<file path="src/design/bfmc_pkg.sv">
// Package with the shared constants, types and helper functions of the mip chain.
`timescale 1ns / 1ps

package bfmc_pkg;

    localparam int MAX_DIM     = 1024;
    localparam int MAX_LEVELS  = 10;

    localparam int DIM_W       = $clog2(MAX_DIM + 1);
    localparam int COORD_W     = $clog2(MAX_DIM);
    localparam int OUT_COORD_W = 9;
    localparam int LEVEL_W     = 4;
    localparam int STAGE_W     = $clog2(MAX_LEVELS);

    localparam int PIX_W       = 32;
    localparam int CH_N        = 4;
    localparam int CH_W        = 8;
    localparam int HSUM_CH_W   = CH_W + 2;
    localparam int HSUM_W      = CH_N * HSUM_CH_W;

    localparam int CFG_INDEX_W = 8;
    localparam int CFG_DATA_W  = 11;

    localparam int QUEUE_DEPTH = 4;
    localparam int QUEUE_AW    = $clog2(QUEUE_DEPTH);

    localparam logic [CFG_INDEX_W-1:0] REG_IMAGE_WIDTH  = CFG_INDEX_W'(0);
    localparam logic [CFG_INDEX_W-1:0] REG_IMAGE_HEIGHT = CFG_INDEX_W'(1);

    // Frame geometry as seen by the back end.
    typedef struct packed {
        logic [DIM_W-1:0]   w0;
        logic [DIM_W-1:0]   h0;
        logic [LEVEL_W-1:0] nlev;
        logic               clear;
    } shape_t;

    // Size of a level: the level 0 size shifted down, never below one.
    function automatic logic [DIM_W-1:0] dim_at(input logic [DIM_W-1:0] d,
                                                input logic [LEVEL_W-1:0] k);
        logic [DIM_W-1:0] q;
        q = d >> k;
        return (q == '0) ? DIM_W'(1) : q;
    endfunction

    // A zero register reads as one, anything past the maximum saturates.
    function automatic logic [DIM_W-1:0] clamp_dim(input logic [CFG_DATA_W-1:0] v);
        logic [DIM_W-1:0] r;
        if (v == '0)
        begin
            r = DIM_W'(1);
        end
        else if (32'(v) > MAX_DIM)
        begin
            r = DIM_W'(MAX_DIM);
        end
        else
        begin
            r = DIM_W'(v);
        end
        return r;
    endfunction

endpackage

</file>
<file path="src/design/bfmc_if.sv">
// Channel interfaces of the mip chain: pixel input, mip result output, register writes.
`timescale 1ns / 1ps

interface bfmc_pix_if import bfmc_pkg::*; ();
    logic             valid;
    logic             ready;
    logic [PIX_W-1:0] pixel;

    modport source (output valid, output pixel, input ready);
    modport sink   (input valid, input pixel, output ready);
endinterface


interface bfmc_cfg_if import bfmc_pkg::*; ();
    logic                   valid;
    logic                   ready;
    logic [CFG_INDEX_W-1:0] index;
    logic [CFG_DATA_W-1:0]  data;

    modport source (output valid, output index, output data, input ready);
    modport sink   (input valid, input index, input data, output ready);
endinterface

</file>
<file path="src/design/bfmc_front.sv">
// Front end: size registers, level count decode and pixel request intake.
`timescale 1ns / 1ps

module bfmc_front import bfmc_pkg::*; (
    input  logic             clk,
    input  logic             rst_n,
    bfmc_cfg_if.sink         cfg,
    bfmc_pix_if.sink         pix,
    input  logic             q_full,
    output logic             q_push,
    output logic [PIX_W-1:0] q_data,
    output shape_t           shape
);

    logic [DIM_W-1:0]   w0_reg;
    logic [DIM_W-1:0]   w0_next;
    logic [DIM_W-1:0]   h0_reg;
    logic [DIM_W-1:0]   h0_next;
    logic               cfg_hit;
    logic [LEVEL_W-1:0] nlev;

    assign cfg.ready = 1'b1;

    // A write to a known register changes the geometry and restarts the frame.
    always_comb
    begin
        w0_next = w0_reg;
        h0_next = h0_reg;
        cfg_hit = 1'b0;
        if (cfg.valid)
        begin
            unique case (cfg.index)
                REG_IMAGE_WIDTH:
                begin
                    w0_next = clamp_dim(cfg.data);
                    cfg_hit = 1'b1;
                end
                REG_IMAGE_HEIGHT:
                begin
                    h0_next = clamp_dim(cfg.data);
                    cfg_hit = 1'b1;
                end
                default:
                begin
                    cfg_hit = 1'b0;
                end
            endcase
        end
    end

    always_ff @(posedge clk or negedge rst_n)
    begin
        if (!rst_n)
        begin
            w0_reg <= DIM_W'(MAX_DIM);
            h0_reg <= DIM_W'(MAX_DIM);
        end
        else
        begin
            w0_reg <= w0_next;
            h0_reg <= h0_next;
        end
    end

    // Every level that is still larger than 1x1 feeds one more stage.
    always_comb
    begin
        nlev = '0;
        for (int k = 0; k < MAX_LEVELS; k++)
        begin
            if (dim_at(w0_reg, LEVEL_W'(k)) > DIM_W'(1) ||
                dim_at(h0_reg, LEVEL_W'(k)) > DIM_W'(1))
            begin
                nlev = nlev + LEVEL_W'(1);
            end
        end
    end

    assign shape.w0    = w0_reg;
    assign shape.h0    = h0_reg;
    assign shape.nlev  = nlev;
    assign shape.clear = cfg_hit;

    assign pix.ready = !q_full;
    assign q_push    = pix.valid && !q_full;
    assign q_data    = pix.pixel;

endmodule

</file>
<file path="src/flat_wrapper.sv">
// flat-port wrapper written by rule: the top's interface ports become plain ports
module bfmc_front_flat import bfmc_pkg::*;
  (clk, rst_n, q_full, q_push, q_data, shape, cfg_valid, cfg_index, cfg_data, cfg_ready, pix_valid, pix_pixel, pix_ready);
  bfmc_cfg_if cfg_i ();
  bfmc_pix_if pix_i ();
  input  logic clk;
  input  logic rst_n;
  input  logic q_full;
  output logic q_push;
  output logic [PIX_W-1:0] q_data;
  output shape_t shape;
  input wire logic [$bits(cfg_i.valid)-1:0] cfg_valid;
  input wire logic [$bits(cfg_i.index)-1:0] cfg_index;
  input wire logic [$bits(cfg_i.data)-1:0] cfg_data;
  output wire logic [$bits(cfg_i.ready)-1:0] cfg_ready;
  input wire logic [$bits(pix_i.valid)-1:0] pix_valid;
  input wire logic [$bits(pix_i.pixel)-1:0] pix_pixel;
  output wire logic [$bits(pix_i.ready)-1:0] pix_ready;
  assign cfg_i.valid = cfg_valid;
  assign cfg_i.index = cfg_index;
  assign cfg_i.data = cfg_data;
  assign cfg_ready = cfg_i.ready;
  assign pix_i.valid = pix_valid;
  assign pix_i.pixel = pix_pixel;
  assign pix_ready = pix_i.ready;
  bfmc_front u_core (.clk(clk), .rst_n(rst_n), .cfg(cfg_i), .pix(pix_i), .q_full(q_full), .q_push(q_push), .q_data(q_data), .shape(shape));
endmodule
</file>
<file path="config.mk">
export PLATFORM = sky130hd
export DESIGN_NAME = bfmc_front_flat
export DESIGN_NICKNAME = d
export VERILOG_FILES = /design/src/design/bfmc_pkg.sv /design/src/design/bfmc_if.sv /design/src/design/bfmc_front.sv /design/src/flat_wrapper.sv
export SDC_FILE = /design/constraint.sdc
export NUM_CORES = 1
export LEC_CHECK = 0
export ABC_AREA = 1
export BUFFER_PORTS_ARGS = -buffer_cell sky130_fd_sc_hd__buf_2
export CAP_MARGIN = 15
export CORE_MARGIN = 1
export CORE_UTILIZATION = 28
export DETAILED_ROUTE_END_ITERATION = 8
export GPL_ROUTABILITY_DRIVEN = 0
export HOLD_SLACK_MARGIN = 0.15
export PLACE_DENSITY_LB_ADDON = 0.2
export SLEW_MARGIN = 10
export SYNTH_ARGS = -nofsm -noshare
export SYNTH_HDL_FRONTEND = slang
export SYNTH_SLANG_ARGS = --single-unit
export TNS_END_PERCENT = 10
</file>
<file path="constraint.sdc">
create_clock -name clk -period 6 [get_ports clk]
set_input_delay 1.8 -clock clk [delete_from_list [all_inputs] [get_ports clk]]
set_output_delay 1.8 -clock clk [all_outputs]
set_load 0.05 [all_outputs]
</file>
==> flow_summary.toml, run 1 <==
[clock_network]
clockBufferDepth = 2
insertion_delay_ns = 0.26
hold_buffers = 0
clock-root-buffer = "clkbuf_8"
clk_pin_slew_ns = 0.08
cts_num_sinks = 22
cts_tree = "done"
htreeDepth = 1
cts_buffers = 3

[grt]
grt-ovfl-total = 0
antenna_found_initial = 0
grt_pass1_vias = 2382
grt_use_total_pct = 15.3
grt_max_degree = 23
grt_pass1_wl_um = 10800

[drt]
vias_per_cell = 4.36
first_pass_iters = 4
ant_nets = 0
vias = 2402
drc = 0
wl_um = 6230
drtIter0Drc = 77
wl_per_cell_um = 11.3

[critical_path]
cpPeakStageDelay_ns = 0.48
start_kind = "flip-flop"
reg2reg_depth = 3
worstPathMaxFanout = 3
crit_path_top_delay_cell = "dfstp_4"
worstSetupPathType = "reg2out"
arrival_ns = 4.72
critPathCaptureType = "output pin"
crit_top_cell = "nand2_2"
cp.required_ns = 4.20

[die]
dieHeight_um = 93.8
pin_count = 118
fp-row-count = 33
die-area_mm2 = 0.00880
die_width_um = 93.8
initial_core_util_pct = 28.9
core_mm2 = 0.00818

[synth]
synthesis.nets = 429
synth_area_per_cell_um2 = 6.49
synth_area_mm2 = 0.00236
postSynth.asyncResetShare_pct = 100
synth_top_area_share_pct = 21.2
synth_ff_type = "dfrtp_1"
yosys-top-cells-area = "dfrtp_1, nand2_1, buf_4, inv_1, nor2_1"
synth_edf_count = 0
synth_seq_cells = 22
syn_inst = 364
ys_types = 30
synth_most_common_cell = "nand2_1"
ys_warn_count = 0
synth_largest_area_cell = "dfrtp_1"
ys_seq_area_share_pct = 23.4
synth_common_cells = "nand2_1, inv_1, nor2_1, buf_4, nand3_1"

[sta]
finalHoldViolations = 0
drv_slew = 0
setup_ws_ns = -0.517
clock.fmax_ghz = 0.153
finalCritPeriodShare_pct = 109
finalClockSkew_ns = 0
setup_viol = 3
period_needed_ns = 6.52
rsz0062_at_grt = "true"

[power_and_ir_drop]
combPwrFrac_pct = 42.8
p_sw_share_pct = 37.5
intPower_mw = 0.292
seq_power_share_pct = 34.7
p_leak_nw = 1.75
p_clk_share_pct = 22.4
power_density_mw_per_mm2 = 145
power_switching_mw = 0.176
ir_worst_vdd_mv = 0.107

[outcome]
outcome = "finished with violations"
violations = "negative setup slack"

[place]
place_inst = 530
port_buffers = 52
dpl.hpwl_um = 5010

[run]
drv_cap = 0

[cells_and_area]
final_util_pct = 39.6
nets = 512
antennaDiodeCount = 0
drive_gt1_share_pct = 47.5
area_growth_pct = 37.0
final_cell_count_no_fill = 551
fillers = 879

[min_path]
hold_path_class = "reg2reg"
min_path_cells = 2
[through the flow]
stage          hold WS, ns  area, um2  TNS (ns)  setup WS (ns)  total power [mW]
6_report             0.494       3230     -1.48         -0.517             0.468
5_1_grt              0.546       3230     -2.35         -0.846             0.495
4_1_cts              0.502       3180     -1.23         -0.477             0.470
3_5_place_dp         0.483       2960    -0.864         -0.326             0.349
3_3_place_gp         0.474       2960    -0.492         -0.204             0.347
2_1_floorplan        0.684       2490    -0.358         -0.161             0.344
[area by class of cell]
cell class	instances	area [um2]	share of cell area (%)
multi-input cells	251	1510	46.5
repair buffers	114	756	23.4
flip-flops and latches	22	577	17.8
inverters	55	210	6.50
well taps	105	131	4.06
clock buffers	4	55.1	1.70
[worst paths after layout]
check / startpoint / end / slack [ns]
min: u_core.w0_reg[0] / u_core.w0_reg[0] / 0.49
max: u_core.w0_reg[10] / shape[4] / -0.52
min in group asynchronous: rst_n / u_core.h0_reg[9] / 1.50
min reg2reg: u_core.w0_reg[0] / u_core.w0_reg[0] / 0.49
max reg2reg: u_core.h0_reg[10] / u_core.h0_reg[10] / 5.04
max in group asynchronous: rst_n / u_core.w0_reg[4] / 4.14
[power groups by stage]
stage	clock (mW)	combinational, mW	sequential (mW)
after global placement	0	0.182	0.165
after floorplan	0	0.154	0.191
after global routing	0.112	0.219	0.164
after detailed placement	0	0.183	0.165
after CTS	0.108	0.199	0.163
final	0.105	0.201	0.163
[critical path: cells and delay by family (launching register included)]
family                     cells  cell delay, ns
AOI/OAI and AO/OA              3            0.42
xor gates and xnor gates       1            0.16
adders and majority gates      3            0.71
buffers and inverters         10            1.05
DFF                            1            0.48
and+or+nand+nor               18            1.66
[metal layers]
metal  vias to the layer above  share of wire [%]  GRT usage, %  wire length (um)
met1                      1071                 43          19.1              2700
met5                         -                  0             0                 0
li1                       1261                  -             -                 -
met2                        62                 51          28.2              3180
met3                         8                4.4         0.728               275
met4                         0                1.3          4.49                78
[placed cells by master (no fill, tap or decap), drive strengths merged, types with 2 or more instances in the layout]
cell	synthesis	layout
nor4	5	5
ha	9	9
nand3	29	29
dfrtp	20	20
o21ai	22	22
xor2	2	2
nor2	48	48
buf	34	114
xnor2	2	2
o22ai	2	2
or2	4	4
dfstp	2	2
inv	55	54
clkbuf	2	4
nand2	117	117
nand4	4	4
[repair_timing]
| item | in CTS | in global routing |
|---|---|---|
| setup buffers | 15 | 2 |
| gates resized for setup | 14 | 12 |
| endpoints found under the setup margin | 3 | 3 |
| pin swaps | 18 | 14 |
[cell families (layout without fill, tap and decap cells)]
logic type               Yosys count  in the layout  share of synthesized area, %
AND/OR/NAND/NOR                  209            209                          43.9
XOR/XNOR                           4              4                          1.48
AO/OA/AOI/OAI                     28             28                          6.36
adder cells (fa/ha/maj)            9              9                          4.77
buffers and inverters             91            173                          19.9
flip-flops                        22             22                          23.4
other                              1              1                         0.159
Note: power is estimated with default switching activity, not from simulation.
==> run 2: changes to the inputs <==
==> constraint.sdc (replaced) <==
create_clock -name clk -period 5.76 [get_ports clk]
set_input_delay 1.728 -clock clk [delete_from_list [all_inputs] [get_ports clk]]
set_output_delay 1.728 -clock clk [all_outputs]
set_load 0.05 [all_outputs]
==> run 2 against run 1 <==
Against the previous run: the run still ends with negative setup slack left; clock power up 4%; highest routed layer unchanged; design area up 1.2%; largest cell class unchanged; power up 5.2%; clock skew unchanged.
==> flow_summary.toml, run 2 (synthesized netlist as in run 1, its figures left out) <==
[die]
fp-row-count = 33
die-area_mm2 = 0.00880
die_width_um = 93.8
initial_core_util_pct = 28.9
dieHeight_um = 93.8
core_mm2 = 0.00818
pin_count = 118

[power_and_ir_drop]
p_leak_nw = 1.78
power_density_mw_per_mm2 = 150
total_power_mw = 0.492
ir_worst_vdd_mv = 0.124

[critical_path]
path_delay_family = "simple AND/OR/NAND/NOR gates"
crit_path_start = "u_core.w0_reg[10]"
crit_buf_inv = 5
crit_path_top_delay_cell = "dfstp_4"
critPathCaptureType = "output pin"
crit_top_cell = "nand2_2"
start_kind = "flip-flop"
arrival_ns = 4.65
r2r-start = "u_core.h0_reg[10]"
cpPeakStageDelay_ns = 0.48
worstPathMaxFanout = 4
worstSetupPathType = "reg2out"
cp.required_ns = 4.03

[drt]
vias = 2409
ant_nets = 0
wl_per_cell_um = 10.9
drc = 0
first_pass_iters = 4
drtIter0Drc = 68
wl_um = 6050
vias_per_cell = 4.32

[sta]
whs_ns = 0.488
setup_ws_ns = -0.623
period_needed_ns = 6.38
finalSetupTns_ns = -1.85
setup_viol = 3
finalHoldViolations = 0
finalCritPeriodShare_pct = 111
finalClockSkew_ns = 0
drv_slew = 0
clock.fmax_ghz = 0.157
rsz0062_at_grt = "true"

[clock_network]
hold_buffers = 0
clockBufferDepth = 2
insertion_delay_ns = 0.25
cts_num_sinks = 22
cts_tree = "done"
clock-root-buffer = "clkbuf_8"
clk_pin_slew_ns = 0.08
htreeDepth = 1
cts_buffers = 3

[cells_and_area]
layout_common_cells = "nand2_1, buf_4, buf_2"
fillers = 885
final_cell_count_no_fill = 557
nets = 518
register_area_um2 = 577
multiInputGateArea_mm2 = 0.00150
final_common_cell = "nand2_1"
drive_gt1_share_pct = 47.1
area_growth_pct = 38.6
final_util_pct = 40.0
postLayoutCellArea_mm2 = 0.00327
antennaDiodeCount = 0

[min_path]
hp-start = "u_core.h0_reg[0]"
hold_path_class = "reg2reg"

[outcome]
outcome = "finished with violations"
violations = "negative setup slack"

[grt]
grt_pass1_vias = 2350
grt-ovfl-total = 0
antenna_found_initial = 0
grt_max_degree = 23
grt_pass1_wl_um = 10200
grt_use_total_pct = 14.3

[place]
port_buffers = 52
dpl.hpwl_um = 4980
pre_cts_slack_ns = -0.470
dpl_cell_area_mm2 = 0.00301
place_inst = 537

[run]
drv_cap = 0
-- run 2: area by class of cell --
class / count / area share (%)
well taps: 105 / 4.01
flip-flops and latches: 22 / 17.6
multi-input cells: 251 / 45.8
clock buffers: 4 / 1.68
repair buffers: 120 / 24.5
inverters: 55 / 6.42
-- run 2: path summary, 6_finish.rpt --
path | to | slack (ns) | depth (start not counted)
worst max-delay path | shape[4] | -0.62 | 32
worst min-delay path | u_core.h0_reg[0] | 0.49 | 2
worst max register to register | u_core.h0_reg[10] | 4.81 | 3
worst min register to register | u_core.h0_reg[0] | 0.49 | 2
max in group asynchronous | u_core.w0_reg[5] | 3.97 | 1
min in group asynchronous | u_core.h0_reg[9] | 1.42 | 1
-- run 2: tightest hold or removal path: stages (launching register included) --
cell     delay (ns)
dfrtp_1        0.35
nand2_1        0.05
o21ai_0        0.06
-- run 2: power by group --
part	total [mW]	switching (mW)	internal [mW]	leakage, nW
logic	0.214	0.130	0.0842	1.49
clock network	0.109	0.0480	0.0608	0.0288
registers	0.169	0.00577	0.163	0.261
-- run 2: routing by layer --
metal	up-vias	GRT usage [%]	wire, um
met1	1068	17.5	2760
li1	1281	-	-
met2	52	26.6	2970
met3	8	0.728	213
met5	-	0	0
met4	0	4.49	97
-- run 2: what timing repair did --
item	4_1_cts	5_1_grt
setup endpoints to repair	3	3
pin swaps	19	13
gates resized for setup	14	7
setup buffers	15	1
