### config.mk
export PLATFORM = sky130hd
export DESIGN_NAME = bfmc_fifo
export DESIGN_NICKNAME = d
export VERILOG_FILES = /design/src/design/bfmc_pkg.sv /design/src/design/bfmc_fifo.sv
export SDC_FILE = /design/constraint.sdc
export NUM_CORES = 1
export LEC_CHECK = 0
export BUFFER_PORTS_ARGS = -buffer_cell sky130_fd_sc_hd__buf_2
export CAP_MARGIN = 15
export CORE_ASPECT_RATIO = 0.6
export CORE_MARGIN = 2
export CORE_UTILIZATION = 50
export DETAILED_ROUTE_END_ITERATION = 10
export HOLD_SLACK_MARGIN = 0.15
export PLACE_DENSITY = 0.71
export SLEW_MARGIN = 15
export SYNTH_ARGS = -nofsm -noshare
export SYNTH_HDL_FRONTEND = slang
export SYNTH_SLANG_ARGS = --single-unit
### constraint.sdc
create_clock -name clk -period 4.95 [get_ports clk]
set_clock_uncertainty 0.05 [all_clocks]
set_input_delay 0 -clock clk [delete_from_list [all_inputs] [get_ports clk]]
set_output_delay 0 -clock clk [all_outputs]
set_load 0.03 [all_outputs]
### src/design/bfmc_pkg.sv
// Package with the shared constants, types and helper functions of the mip chain.
`timescale 1ns / 1ps

package bfmc_pkg;

    localparam int MAX_DIM     = 1024;
    localparam int MAX_LEVELS  = 10;

    localparam int DIM_W       = $clog2(MAX_DIM + 1);
    localparam int COORD_W     = $clog2(MAX_DIM);
    localparam int OUT_COORD_W = 9;
    localparam int LEVEL_W     = 4;
    localparam int STAGE_W     = $clog2(MAX_LEVELS);

    localparam int PIX_W       = 32;
    localparam int CH_N        = 4;
    localparam int CH_W        = 8;
    localparam int HSUM_CH_W   = CH_W + 2;
    localparam int HSUM_W      = CH_N * HSUM_CH_W;

    localparam int CFG_INDEX_W = 8;
    localparam int CFG_DATA_W  = 11;

    localparam int QUEUE_DEPTH = 4;
    localparam int QUEUE_AW    = $clog2(QUEUE_DEPTH);

    localparam logic [CFG_INDEX_W-1:0] REG_IMAGE_WIDTH  = CFG_INDEX_W'(0);
    localparam logic [CFG_INDEX_W-1:0] REG_IMAGE_HEIGHT = CFG_INDEX_W'(1);

    // Frame geometry as seen by the back end.
    typedef struct packed {
        logic [DIM_W-1:0]   w0;
        logic [DIM_W-1:0]   h0;
        logic [LEVEL_W-1:0] nlev;
        logic               clear;
    } shape_t;

    // Size of a level: the level 0 size shifted down, never below one.
    function automatic logic [DIM_W-1:0] dim_at(input logic [DIM_W-1:0] d,
                                                input logic [LEVEL_W-1:0] k);
        logic [DIM_W-1:0] q;
        q = d >> k;
        return (q == '0) ? DIM_W'(1) : q;
    endfunction

    // A zero register reads as one, anything past the maximum saturates.
    function automatic logic [DIM_W-1:0] clamp_dim(input logic [CFG_DATA_W-1:0] v);
        logic [DIM_W-1:0] r;
        if (v == '0)
        begin
            r = DIM_W'(1);
        end
        else if (32'(v) > MAX_DIM)
        begin
            r = DIM_W'(MAX_DIM);
        end
        else
        begin
            r = DIM_W'(v);
        end
        return r;
    endfunction

endpackage

### src/design/bfmc_fifo.sv
// Short request queue between the front end and the back end.
`timescale 1ns / 1ps

module bfmc_fifo import bfmc_pkg::*; (
    input  logic             clk,
    input  logic             rst_n,
    input  logic             push,
    input  logic [PIX_W-1:0] push_data,
    output logic             full,
    input  logic             pop,
    output logic [PIX_W-1:0] pop_data,
    output logic             not_empty
);

    logic [PIX_W-1:0]    mem_reg [QUEUE_DEPTH];
    logic [QUEUE_AW-1:0] wr_ptr_reg;
    logic [QUEUE_AW-1:0] wr_ptr_next;
    logic [QUEUE_AW-1:0] rd_ptr_reg;
    logic [QUEUE_AW-1:0] rd_ptr_next;
    logic [QUEUE_AW:0]   count_reg;
    logic [QUEUE_AW:0]   count_next;

    always_comb
    begin
        wr_ptr_next = push ? wr_ptr_reg + QUEUE_AW'(1) : wr_ptr_reg;
        rd_ptr_next = pop ? rd_ptr_reg + QUEUE_AW'(1) : rd_ptr_reg;
        count_next  = count_reg;
        if (push && !pop)
        begin
            count_next = count_reg + (QUEUE_AW + 1)'(1);
        end
        else if (pop && !push)
        begin
            count_next = count_reg - (QUEUE_AW + 1)'(1);
        end
    end

    always_ff @(posedge clk or negedge rst_n)
    begin
        if (!rst_n)
        begin
            wr_ptr_reg <= '0;
            rd_ptr_reg <= '0;
            count_reg  <= '0;
        end
        else
        begin
            wr_ptr_reg <= wr_ptr_next;
            rd_ptr_reg <= rd_ptr_next;
            count_reg  <= count_next;
        end
    end

    always_ff @(posedge clk)
    begin
        if (push)
        begin
            mem_reg[wr_ptr_reg] <= push_data;
        end
    end

    assign full      = (count_reg == (QUEUE_AW + 1)'(QUEUE_DEPTH));
    assign not_empty = (count_reg != '0);
    assign pop_data  = mem_reg[rd_ptr_reg];

endmodule

==> impl_metrics.json, run 1 <==
{
  "area_growth_pct": 27.5,
  "synth_area_leaders": "edfxtp_1, mux4_2, dfrtp_1, mux4_1, ha_1",
  "syn_inst": 202,
  "clock_sinks": 135,
  "hp-class": "input pin to flip-flop",
  "ant_nets": 0,
  "largest_reg_flops": 128,
  "antenna_found_initial": 0,
  "rows": 28,
  "start_kind": "flip-flop",
  "grtUsageTotal_pct": 17.7,
  "synth_seq_area_share_pct": 79.4,
  "syn_nets": 244,
  "numPortBuffers": 69,
  "first_pass_iters": 6,
  "first_iter_violations": 81,
  "seqCellArea_sq_mm": 0.00402,
  "endpoint": "pop_data[15]",
  "power_w": 0.00408,
  "synth_edf_count": 128,
  "crit_start": "rd_ptr_reg[0]",
  "ys_warn_count": 0,
  "routabilityCongestion": 0.718,
  "status": "finished clean",
  "nFillCells": 664,
  "ys_async_sr_fraction_pct": 5.19,
  "cap_violations": 0,
  "grt_max_degree": 33,
  "design.portCount": 70,
  "cp.required_ns": 4.90,
  "ir_drop_mv": 0.443,
  "stdcell_count": 468,
  "setup_violations": 0,
  "finalCritPeriodShare_pct": 47.8,
  "end_kind": "primary output",
  "cts_tree": "yes",
  "worstSetupPathType": "flip-flop to primary output",
  "final_core_util_pct": 65.6,
  "die_area_sq_mm": 0.0110,
  "totalWireLength_microns": 8840,
  "multi_input_area_sq_um": 942,
  "rsz0062_at_grt": "false",
  "synth-main-ff-cell": "edfxtp_1",
  "grt_pass1_vias": 2585,
  "setup_tns_ns": 0,
  "yosys.area.top_type_share_pct": 75.9,
  "gr-total-overflow": 0,
  "max_freq_ghz": 0.422,
  "dp_cells": 400,
  "routedWlPerCell_microns": 18.9,
  "worstReg2RegStart": "wr_ptr_reg[0]",
  "timing.final.max_slew_violations": 0,
  "num-nets-final": 362,
  "grt_pass1_wl_microns": 13500,
  "cts_resized": 0,
  "crit_fanout": 21,
  "num_vias": 2430,
  "r2r_cells": 3,
  "yosysMostFrequentCell": "edfxtp_1",
  "place_hpwl_microns": 4980,
  "clkTransAtPathRegs_ns": 0.06,
  "slew-limit-headroom_pct": 37.8,
  "cts_root_buf": "clkbuf_16",
  "cp_data_arrival_time_ns": 2.32,
  "worst_slew_pin_slew_ns": 0.933,
  "synth.avg_cell_area_sq_um": 25.1,
  "cts_max_level": 4,
  "clk_latency_ns": 0.41,
  "hold_viol": 0,
  "core_area_sq_mm": 0.00984,
  "ys_types": 20,
  "finalCriticalPeriod_ns": 2.37,
  "final_layout_size_suffix_gt1_share_pct": 40.5,
  "r2r_setup_slack_ns": 3.06,
  "start_util_pct": 51.4,
  "synthesis.area_sq_mm": 0.00506,
  "powerDensity_mw_per_mm2": 632,
  "worst_r2r_endpoint": "mem_reg[2][21]",
  "synth_top_area_cell": "edfxtp_1",
  "die_w_microns": 134,
  "cts_buffer_depth": 2,
  "ys_seq_elements": 135,
  "p_leak_nw": 2.30,
  "drcViolationCount": 0,
  "cts_buffers": 17,
  "antenna_cells": 0,
  "via_per_inst": 5.19,
  "ys_top_cells_by_count": "edfxtp_1, mux4_2, dfrtp_1",
  "fp.dieH_microns": 81.9
}
metal layers:
metal | wire (microns) | GRT usage [%]
met5 | 0 | 0
met1 | 3960 | 22.0
met4 | 56 | 7.02
met2 | 4300 | 28.1
met3 | 521 | 7.53
logic make-up after synthesis:
| family | synth area share, % |
|---|---|
| AND/OR/NAND/NOR | 0.989 |
| buffers and inverters | 2.08 |
| adder cells (fa/ha/maj) | 1.63 |
| flip-flops | 79.4 |
| AO/OA/AOI/OAI | 0.0988 |
| XOR/XNOR | 1.04 |
| multiplexers | 14.8 |
worst max-delay path, stage by stage (launching register included):
cell,delay [ns]
dfrtp_2,0.65
buf_4,0.45
mux4_2,0.59
buf_2,0.20
final cells by class:
type,count,share of cell area [%]
Clock buffer,17,6.59
Tap cell,135,2.62
Timing Repair Buffer,107,11.2
Sequential cell,135,62.3
Inverter,4,0.233
Multi-Input combinational cell,55,14.6
Clock inverter,15,2.50
worst min-delay path by stage:
stage,from,end,cells after the start
global placement,rst_n,count_reg[1],1
finish,push_data[4],mem_reg[3][4],2
floorplan,rst_n,count_reg[0],0
detailed placement,rst_n,count_reg[1],1
CTS,push_data[9],mem_reg[3][9],2
global route,push_data[17],mem_reg[2][17],2
layout by cell type (no fill, tap or decap), drive strengths merged:
cell / n
and2: 4
buf: 71
bufinv: 3
clkbuf: 17
clkinv: 8
clkinvlp: 4
dfrtp: 7
dlygate4sd3: 36
edfxtp: 128
fa: 1
ha: 5
inv: 4
mux2: 1
mux4: 32
nand2: 2
nor2: 1
nor3b: 1
o21ai: 1
or3: 1
xnor2: 2
xor2: 4
stage by stage:
stage | worst slack (ns) | instance area [sq um] | hold WS, ns
after floorplan | 3.10 | 5060 | -0.346
after global placement | 2.95 | 5510 | -0.209
after detailed placement | 2.95 | 5510 | -0.208
after CTS | 2.50 | 6450 | 0.272
after global routing | 2.38 | 6450 | 0.284
final | 2.58 | 6450 | 0.284
power by group:
group | internal [W] | leakage (nW) | switching [W]
combinational | 0.000467 | 0.766 | 0.000747
clock | 0.000782 | 0.279 | 0.000457
sequential | 0.00150 | 1.26 | 0.000121
total | 0.00275 | 2.30 | 0.00132
what timing repair did:
item,in CTS,in global routing
setup buffers,0,0
endpoints found under the hold margin,142,0
hold buffers,36,0
No activity file was read; power rests on OpenSTA's default activity.
==> run 2, diff against run 1 <==
Settings changed: ABC_AREA from default to 1, PLACE_DENSITY 0.71 to 0.73.
Clock period 4.95 ns to 2.1 ns, I/O delays scaled along.
==> run 2 against run 1 <==
  * Setup slack got worse by 2.4 ns
  * Die area increased by 7.5%
  * Final cell count increased by 46%
  * Synthesized cell count increased by 110%
  * Non-clock buffer count increased by 7
  * Largest cell class unchanged
  * Power increased to 2.6 times the previous value
==> impl_metrics.json, run 2 <==
{
  "synth-main-ff-cell": "edfxtp_1",
  "stdcell_count": 685,
  "cp.required_ns": 2.05,
  "place_ws_ns": 0.533,
  "antenna_cells": 0,
  "grt_pass1_wl_microns": 17000,
  "clk_latency_ns": 0.40,
  "max_freq_ghz": 0.526,
  "crit_fanout": 33,
  "powerDensity_mw_per_mm2": 1520,
  "rsz0062_at_grt": "false",
  "fp.dieH_microns": 84.9,
  "setup_tns_ns": 0,
  "drcViolationCount": 0,
  "first_pass_iters": 5,
  "cts_root_buf": "clkbuf_16",
  "yosysMostFrequentCell": "edfxtp_1",
  "ys_top_cells_by_count": "edfxtp_1, nand2_1, inv_1",
  "slew-limit-headroom_pct": 54.1,
  "cp_data_arrival_time_ns": 1.85,
  "cts_max_level": 4,
  "ys_warn_count": 0,
  "start_kind": "flip-flop",
  "totalWireLength_microns": 10800,
  "synth_edf_count": 128,
  "worstSetupPathType": "flip-flop to primary output",
  "design.portCount": 70,
  "gr-total-overflow": 0,
  "ys_seq_elements": 135,
  "crit_start": "rd_ptr_reg[1]",
  "final_cell_mix": "edfxtp_1, nand2_1, inv_1",
  "setup_violations": 0,
  "hp-class": "input pin to flip-flop",
  "num_vias": 3414,
  "grt_max_degree": 50,
  "die_w_microns": 139,
  "routabilityCongestion": 0.724,
  "cts_buffer_depth": 2,
  "synthesis.area_sq_mm": 0.00546,
  "clkTransAtPathRegs_ns": 0.05,
  "antenna_found_initial": 0,
  "ys_async_sr_fraction_pct": 5.19,
  "clock_sinks": 135,
  "cts_resized": 0,
  "area_growth_pct": 27.7,
  "ys_types": 19,
  "timing.final.max_slew_violations": 0,
  "routedWlPerCell_microns": 15.8,
  "whs_ns": 0.291,
  "status": "finished clean",
  "syn_inst": 422,
  "core_area_sq_mm": 0.0106,
  "via_per_inst": 4.98,
  "cts_buffers": 17,
  "cap_violations": 0,
  "start_util_pct": 51.5,
  "synth.avg_cell_area_sq_um": 12.9,
  "syn_nets": 464,
  "num-nets-final": 575,
  "cts_tree": "yes",
  "layout_commonest_cell": "edfxtp_1",
  "numPortBuffers": 69,
  "first_iter_violations": 228,
  "synth_top_area_cell": "edfxtp_1",
  "grtUsageTotal_pct": 19.2,
  "rows": 29,
  "yosys.area.top_type_share_pct": 70.4,
  "worst_slew_pin_slew_ns": 0.688,
  "hp-start": "pop",
  "grt_pass1_vias": 3386,
  "die_area_sq_mm": 0.0118,
  "p_leak_nw": 2.89,
  "final_layout_size_suffix_gt1_share_pct": 19.4,
  "finalCriticalPeriod_ns": 1.90,
  "synth_area_leaders": "edfxtp_1, o211ai_1, nand2_1, inv_1, dfrtp_1",
  "worstReg2RegStart": "wr_ptr_reg[0]",
  "ir_drop_mv": 0.893,
  "fin_ws_ns": 0.199,
  "place_hpwl_microns": 6060,
  "fin_area_sq_mm": 0.00697,
  "dp_cells": 616,
  "hold_viol": 0,
  "end_kind": "primary output",
  "ant_nets": 0,
  "place_area_sq_mm": 0.00599,
  "largest_reg_flops": 128,
  "finalCritPeriodShare_pct": 90.5,
  "synth_seq_area_share_pct": 73.7
}
-- run 2: what timing repair did --
action,4_1_cts,5_1_grt
endpoints found under the hold margin,142,0
hold buffers,36,0
setup endpoints to repair,0,7
buffers inserted,0,1
-- run 2: worst paths after layout --
kind	to	slack [ns]	cells past startpoint
max	pop_data[18]	0.20	4
max reg2reg	mem_reg[2][22]	0.67	5
min in group asynchronous	count_reg[0]	0.51	3
max in group asynchronous	rd_ptr_reg[0]	1.20	3
min	rd_ptr_reg[0]	0.29	3
min reg2reg	count_reg[2]	0.45	2
-- run 2: cell type report --
class / count / area, sq um
Sequential cell: 135 / 4020
Fill cell: 754 / 3630
Multi-Input combinational cell: 189 / 1040
Timing Repair Buffer: 114 / 856
Clock buffer: 19 / 433
Inverter: 76 / 285
Tap cell: 139 / 174
Clock inverter: 13 / 160
-- run 2: metrics by stage --
step	util (%)	total power, W
floorplan	-	0.00645
global placement	56.5	0.00744
detailed placement	56.5	0.00755
CTS	65.5	0.0106
global route	65.8	0.0112
finish	65.8	0.0106
-- run 2: logic make-up (layout without fill, tap and decap cells) --
logic type	Yosys count	in the layout	share of synthesized area (%)
flip-flops	135	135	73.7
AND/OR/NAND/NOR	114	114	7.93
buffers and inverters	98	222	7.36
AO/OA/AOI/OAI	65	65	8.90
adder cells (fa/ha/maj)	6	6	1.51
XOR/XNOR	4	4	0.642
-- run 2: where the power goes --
| group | internal [W] | switching, W | leakage (nW) |
|---|---|---|---|
| sequential | 0.00354 | 0.000251 | 1.26 |
| clock | 0.00196 | 0.00103 | 0.294 |
| combinational | 0.00117 | 0.00267 | 1.34 |
| total | 0.00667 | 0.00395 | 2.89 |
-- run 2: worst max-delay path: stages, from the launching register on --
cell and delay (ns):
dfrtp_1 0.38, inv_2 0.51, o211ai_1 0.18, nand2_1 0.15, buf_2 0.21
-- run 2: routing by layer --
metal	part of all wire [%]	track usage (%)	routed length [microns]
met2	49	31.6	5270
met4	0.46	5.14	50
met3	7.5	7.34	809
met1	43	24.5	4680
met5	0	0	0
==> run 3, diff against run 2 <==
Settings changed: ABC_AREA 1 to default, PLACE_DENSITY 0.73 to 0.74.
==> run 3 against run 2 <==
  * Sequential power is 2% lower
  * Clock power is 3% higher
  * Non-clock buffer count is 1 higher
  * Sequential share of layout area is 3.1 points higher
  * Clock-buffer cell count is 4 higher
  * Sequential cell count stayed put
  * Combinational power is 18% lower
  * Via count is 30% lower
==> impl_metrics.json, run 3 (synthesized netlist as in run 1, its figures left out) <==
{
  "place_ws_ns": 0.453,
  "worstSetupPathType": "flip-flop to primary output",
  "fin_ws_ns": 0.211,
  "cp.required_ns": 2.05,
  "die_w_microns": 134,
  "ir_drop_mv": 1.08,
  "end_kind": "primary output",
  "cp_data_arrival_time_ns": 1.84,
  "setup_violations": 0,
  "start_util_pct": 51.4,
  "slew-limit-headroom_pct": 76.0,
  "clock_sinks": 135,
  "finalCritPeriodShare_pct": 90.0,
  "hold_viol": 0,
  "powerDensity_mw_per_mm2": 1500,
  "first_iter_violations": 157,
  "status": "finished clean",
  "cts_max_level": 4,
  "ant_nets": 0,
  "grtUsageTotal_pct": 17.6,
  "routabilityCongestion": 0.704,
  "crit_fanout": 21,
  "num-nets-final": 370,
  "start_kind": "flip-flop",
  "area_growth_pct": 30.5,
  "routedWlPerCell_microns": 18.4,
  "place_hpwl_microns": 5570,
  "die_area_sq_mm": 0.0110,
  "rows": 28,
  "gr-total-overflow": 0,
  "totalWireLength_microns": 8780,
  "core_area_sq_mm": 0.00984,
  "p_leak_nw": 2.39,
  "grt_max_degree": 22,
  "fp.dieH_microns": 81.9,
  "cap_violations": 0,
  "worst_slew_pin_slew_ns": 0.359,
  "max_freq_ghz": 0.529,
  "final_cell_mix": "edfxtp_1, buf_2, dlygate4sd3_1",
  "antenna_found_initial": 0,
  "setup_tns_ns": 0,
  "cts_buffer_depth": 2,
  "largest_reg_flops": 128,
  "hp-class": "input pin to flip-flop",
  "numPortBuffers": 69,
  "antenna_cells": 0,
  "first_pass_iters": 4,
  "layout_commonest_cell": "edfxtp_1",
  "num_vias": 2384,
  "drcViolationCount": 0,
  "rsz0062_at_grt": "false",
  "timing.final.max_slew_violations": 0,
  "design.portCount": 70,
  "grt_pass1_wl_microns": 13700,
  "cts_tree": "yes",
  "finalCriticalPeriod_ns": 1.89,
  "clk_latency_ns": 0.40,
  "final_layout_size_suffix_gt1_share_pct": 41.6,
  "via_per_inst": 5.01,
  "clkTransAtPathRegs_ns": 0.06,
  "cts_root_buf": "clkbuf_16",
  "grt_pass1_vias": 2566,
  "cts_buffers": 17
}
==> run 3: cell types whose count changed in the layout (fill, tap and decap cells not counted), moves of 3 or more <==
| cell | delta |
|---|---|
| and2_2 | +4 |
| buf_4 | +3 |
| clkbuf_8 | +3 |
| clkinv_1 | -4 |
| inv_1 | -71 |
| mux4_1 | +4 |
| mux4_2 | +28 |
| nand2_1 | -108 |
| o211ai_1 | -64 |
==> run 3: what timing repair did <==
item,4_1_cts,5_1_grt
gates resized for setup,0,0
buffers inserted,0,0
hold endpoints to repair,141,0
hold buffers,36,0
==> run 3: final cells by class <==
class | count | area (sq um)
Tap cell | 135 | 169
Sequential cell | 135 | 4020
Timing Repair Buffer | 115 | 831
Clock buffer | 23 | 478
Inverter | 4 | 15.0
Fill cell | 660 | 3240
Multi-Input combinational cell | 55 | 942
Clock inverter | 9 | 148
==> run 3: worst paths after layout <==
| check | depth (start not counted) | endpoint | start | slack [ns] |
|---|---|---|---|---|
| worst min register to register | 1 | count_reg[2] | count_reg[2] | 0.48 |
| worst max register to register | 4 | mem_reg[0][26] | wr_ptr_reg[0] | 0.45 |
| max in group asynchronous | 3 | rd_ptr_reg[0] | rst_n | 1.19 |
| worst min-delay path | 2 | mem_reg[1][2] | push_data[2] | 0.30 |
| min in group asynchronous | 3 | wr_ptr_reg[0] | rst_n | 0.53 |
| worst max-delay path | 3 | pop_data[29] | rd_ptr_reg[0] | 0.21 |
==> run 3: metal layers <==
layer  routed length, microns  GRT usage (%)  up-vias
li1                         -              -     1097
met1                     4370           25.1     1219
met2                     3950           26.2       63
met3                      400           7.41        5
met4                       53           3.19        0
met5                        0              0        -
==> run 3: power by group <==
group	switching, W	total (W)	leakage (nW)	internal, W
combinational	0.00189	0.00313	0.823	0.00124
sequential	0.000171	0.00371	1.26	0.00354
clock	0.00101	0.00308	0.307	0.00207
==> run 3: metrics by stage <==
step / utilization (%) / cells / total power, W / cell area [sq um] / hold WS, ns
2_1_floorplan: - / 202 / 0.00606 / 5060 / -0.346
3_3_place_gp: 57.1 / 408 / 0.00683 / 5620 / -0.195
3_5_place_dp: 57.1 / 408 / 0.00689 / 5620 / -0.199
4_1_cts: 67.1 / 476 / 0.0100 / 6600 / 0.280
5_1_grt: 67.1 / 476 / 0.0104 / 6600 / 0.293
6_report: 67.1 / 476 / 0.00992 / 6600 / 0.299
==> run 3: critical path, stage by stage, from the launching register on <==
cell,delay [ns]
dfrtp_2,0.40
buf_12,0.22
mux4_1,0.61
buf_2,0.20
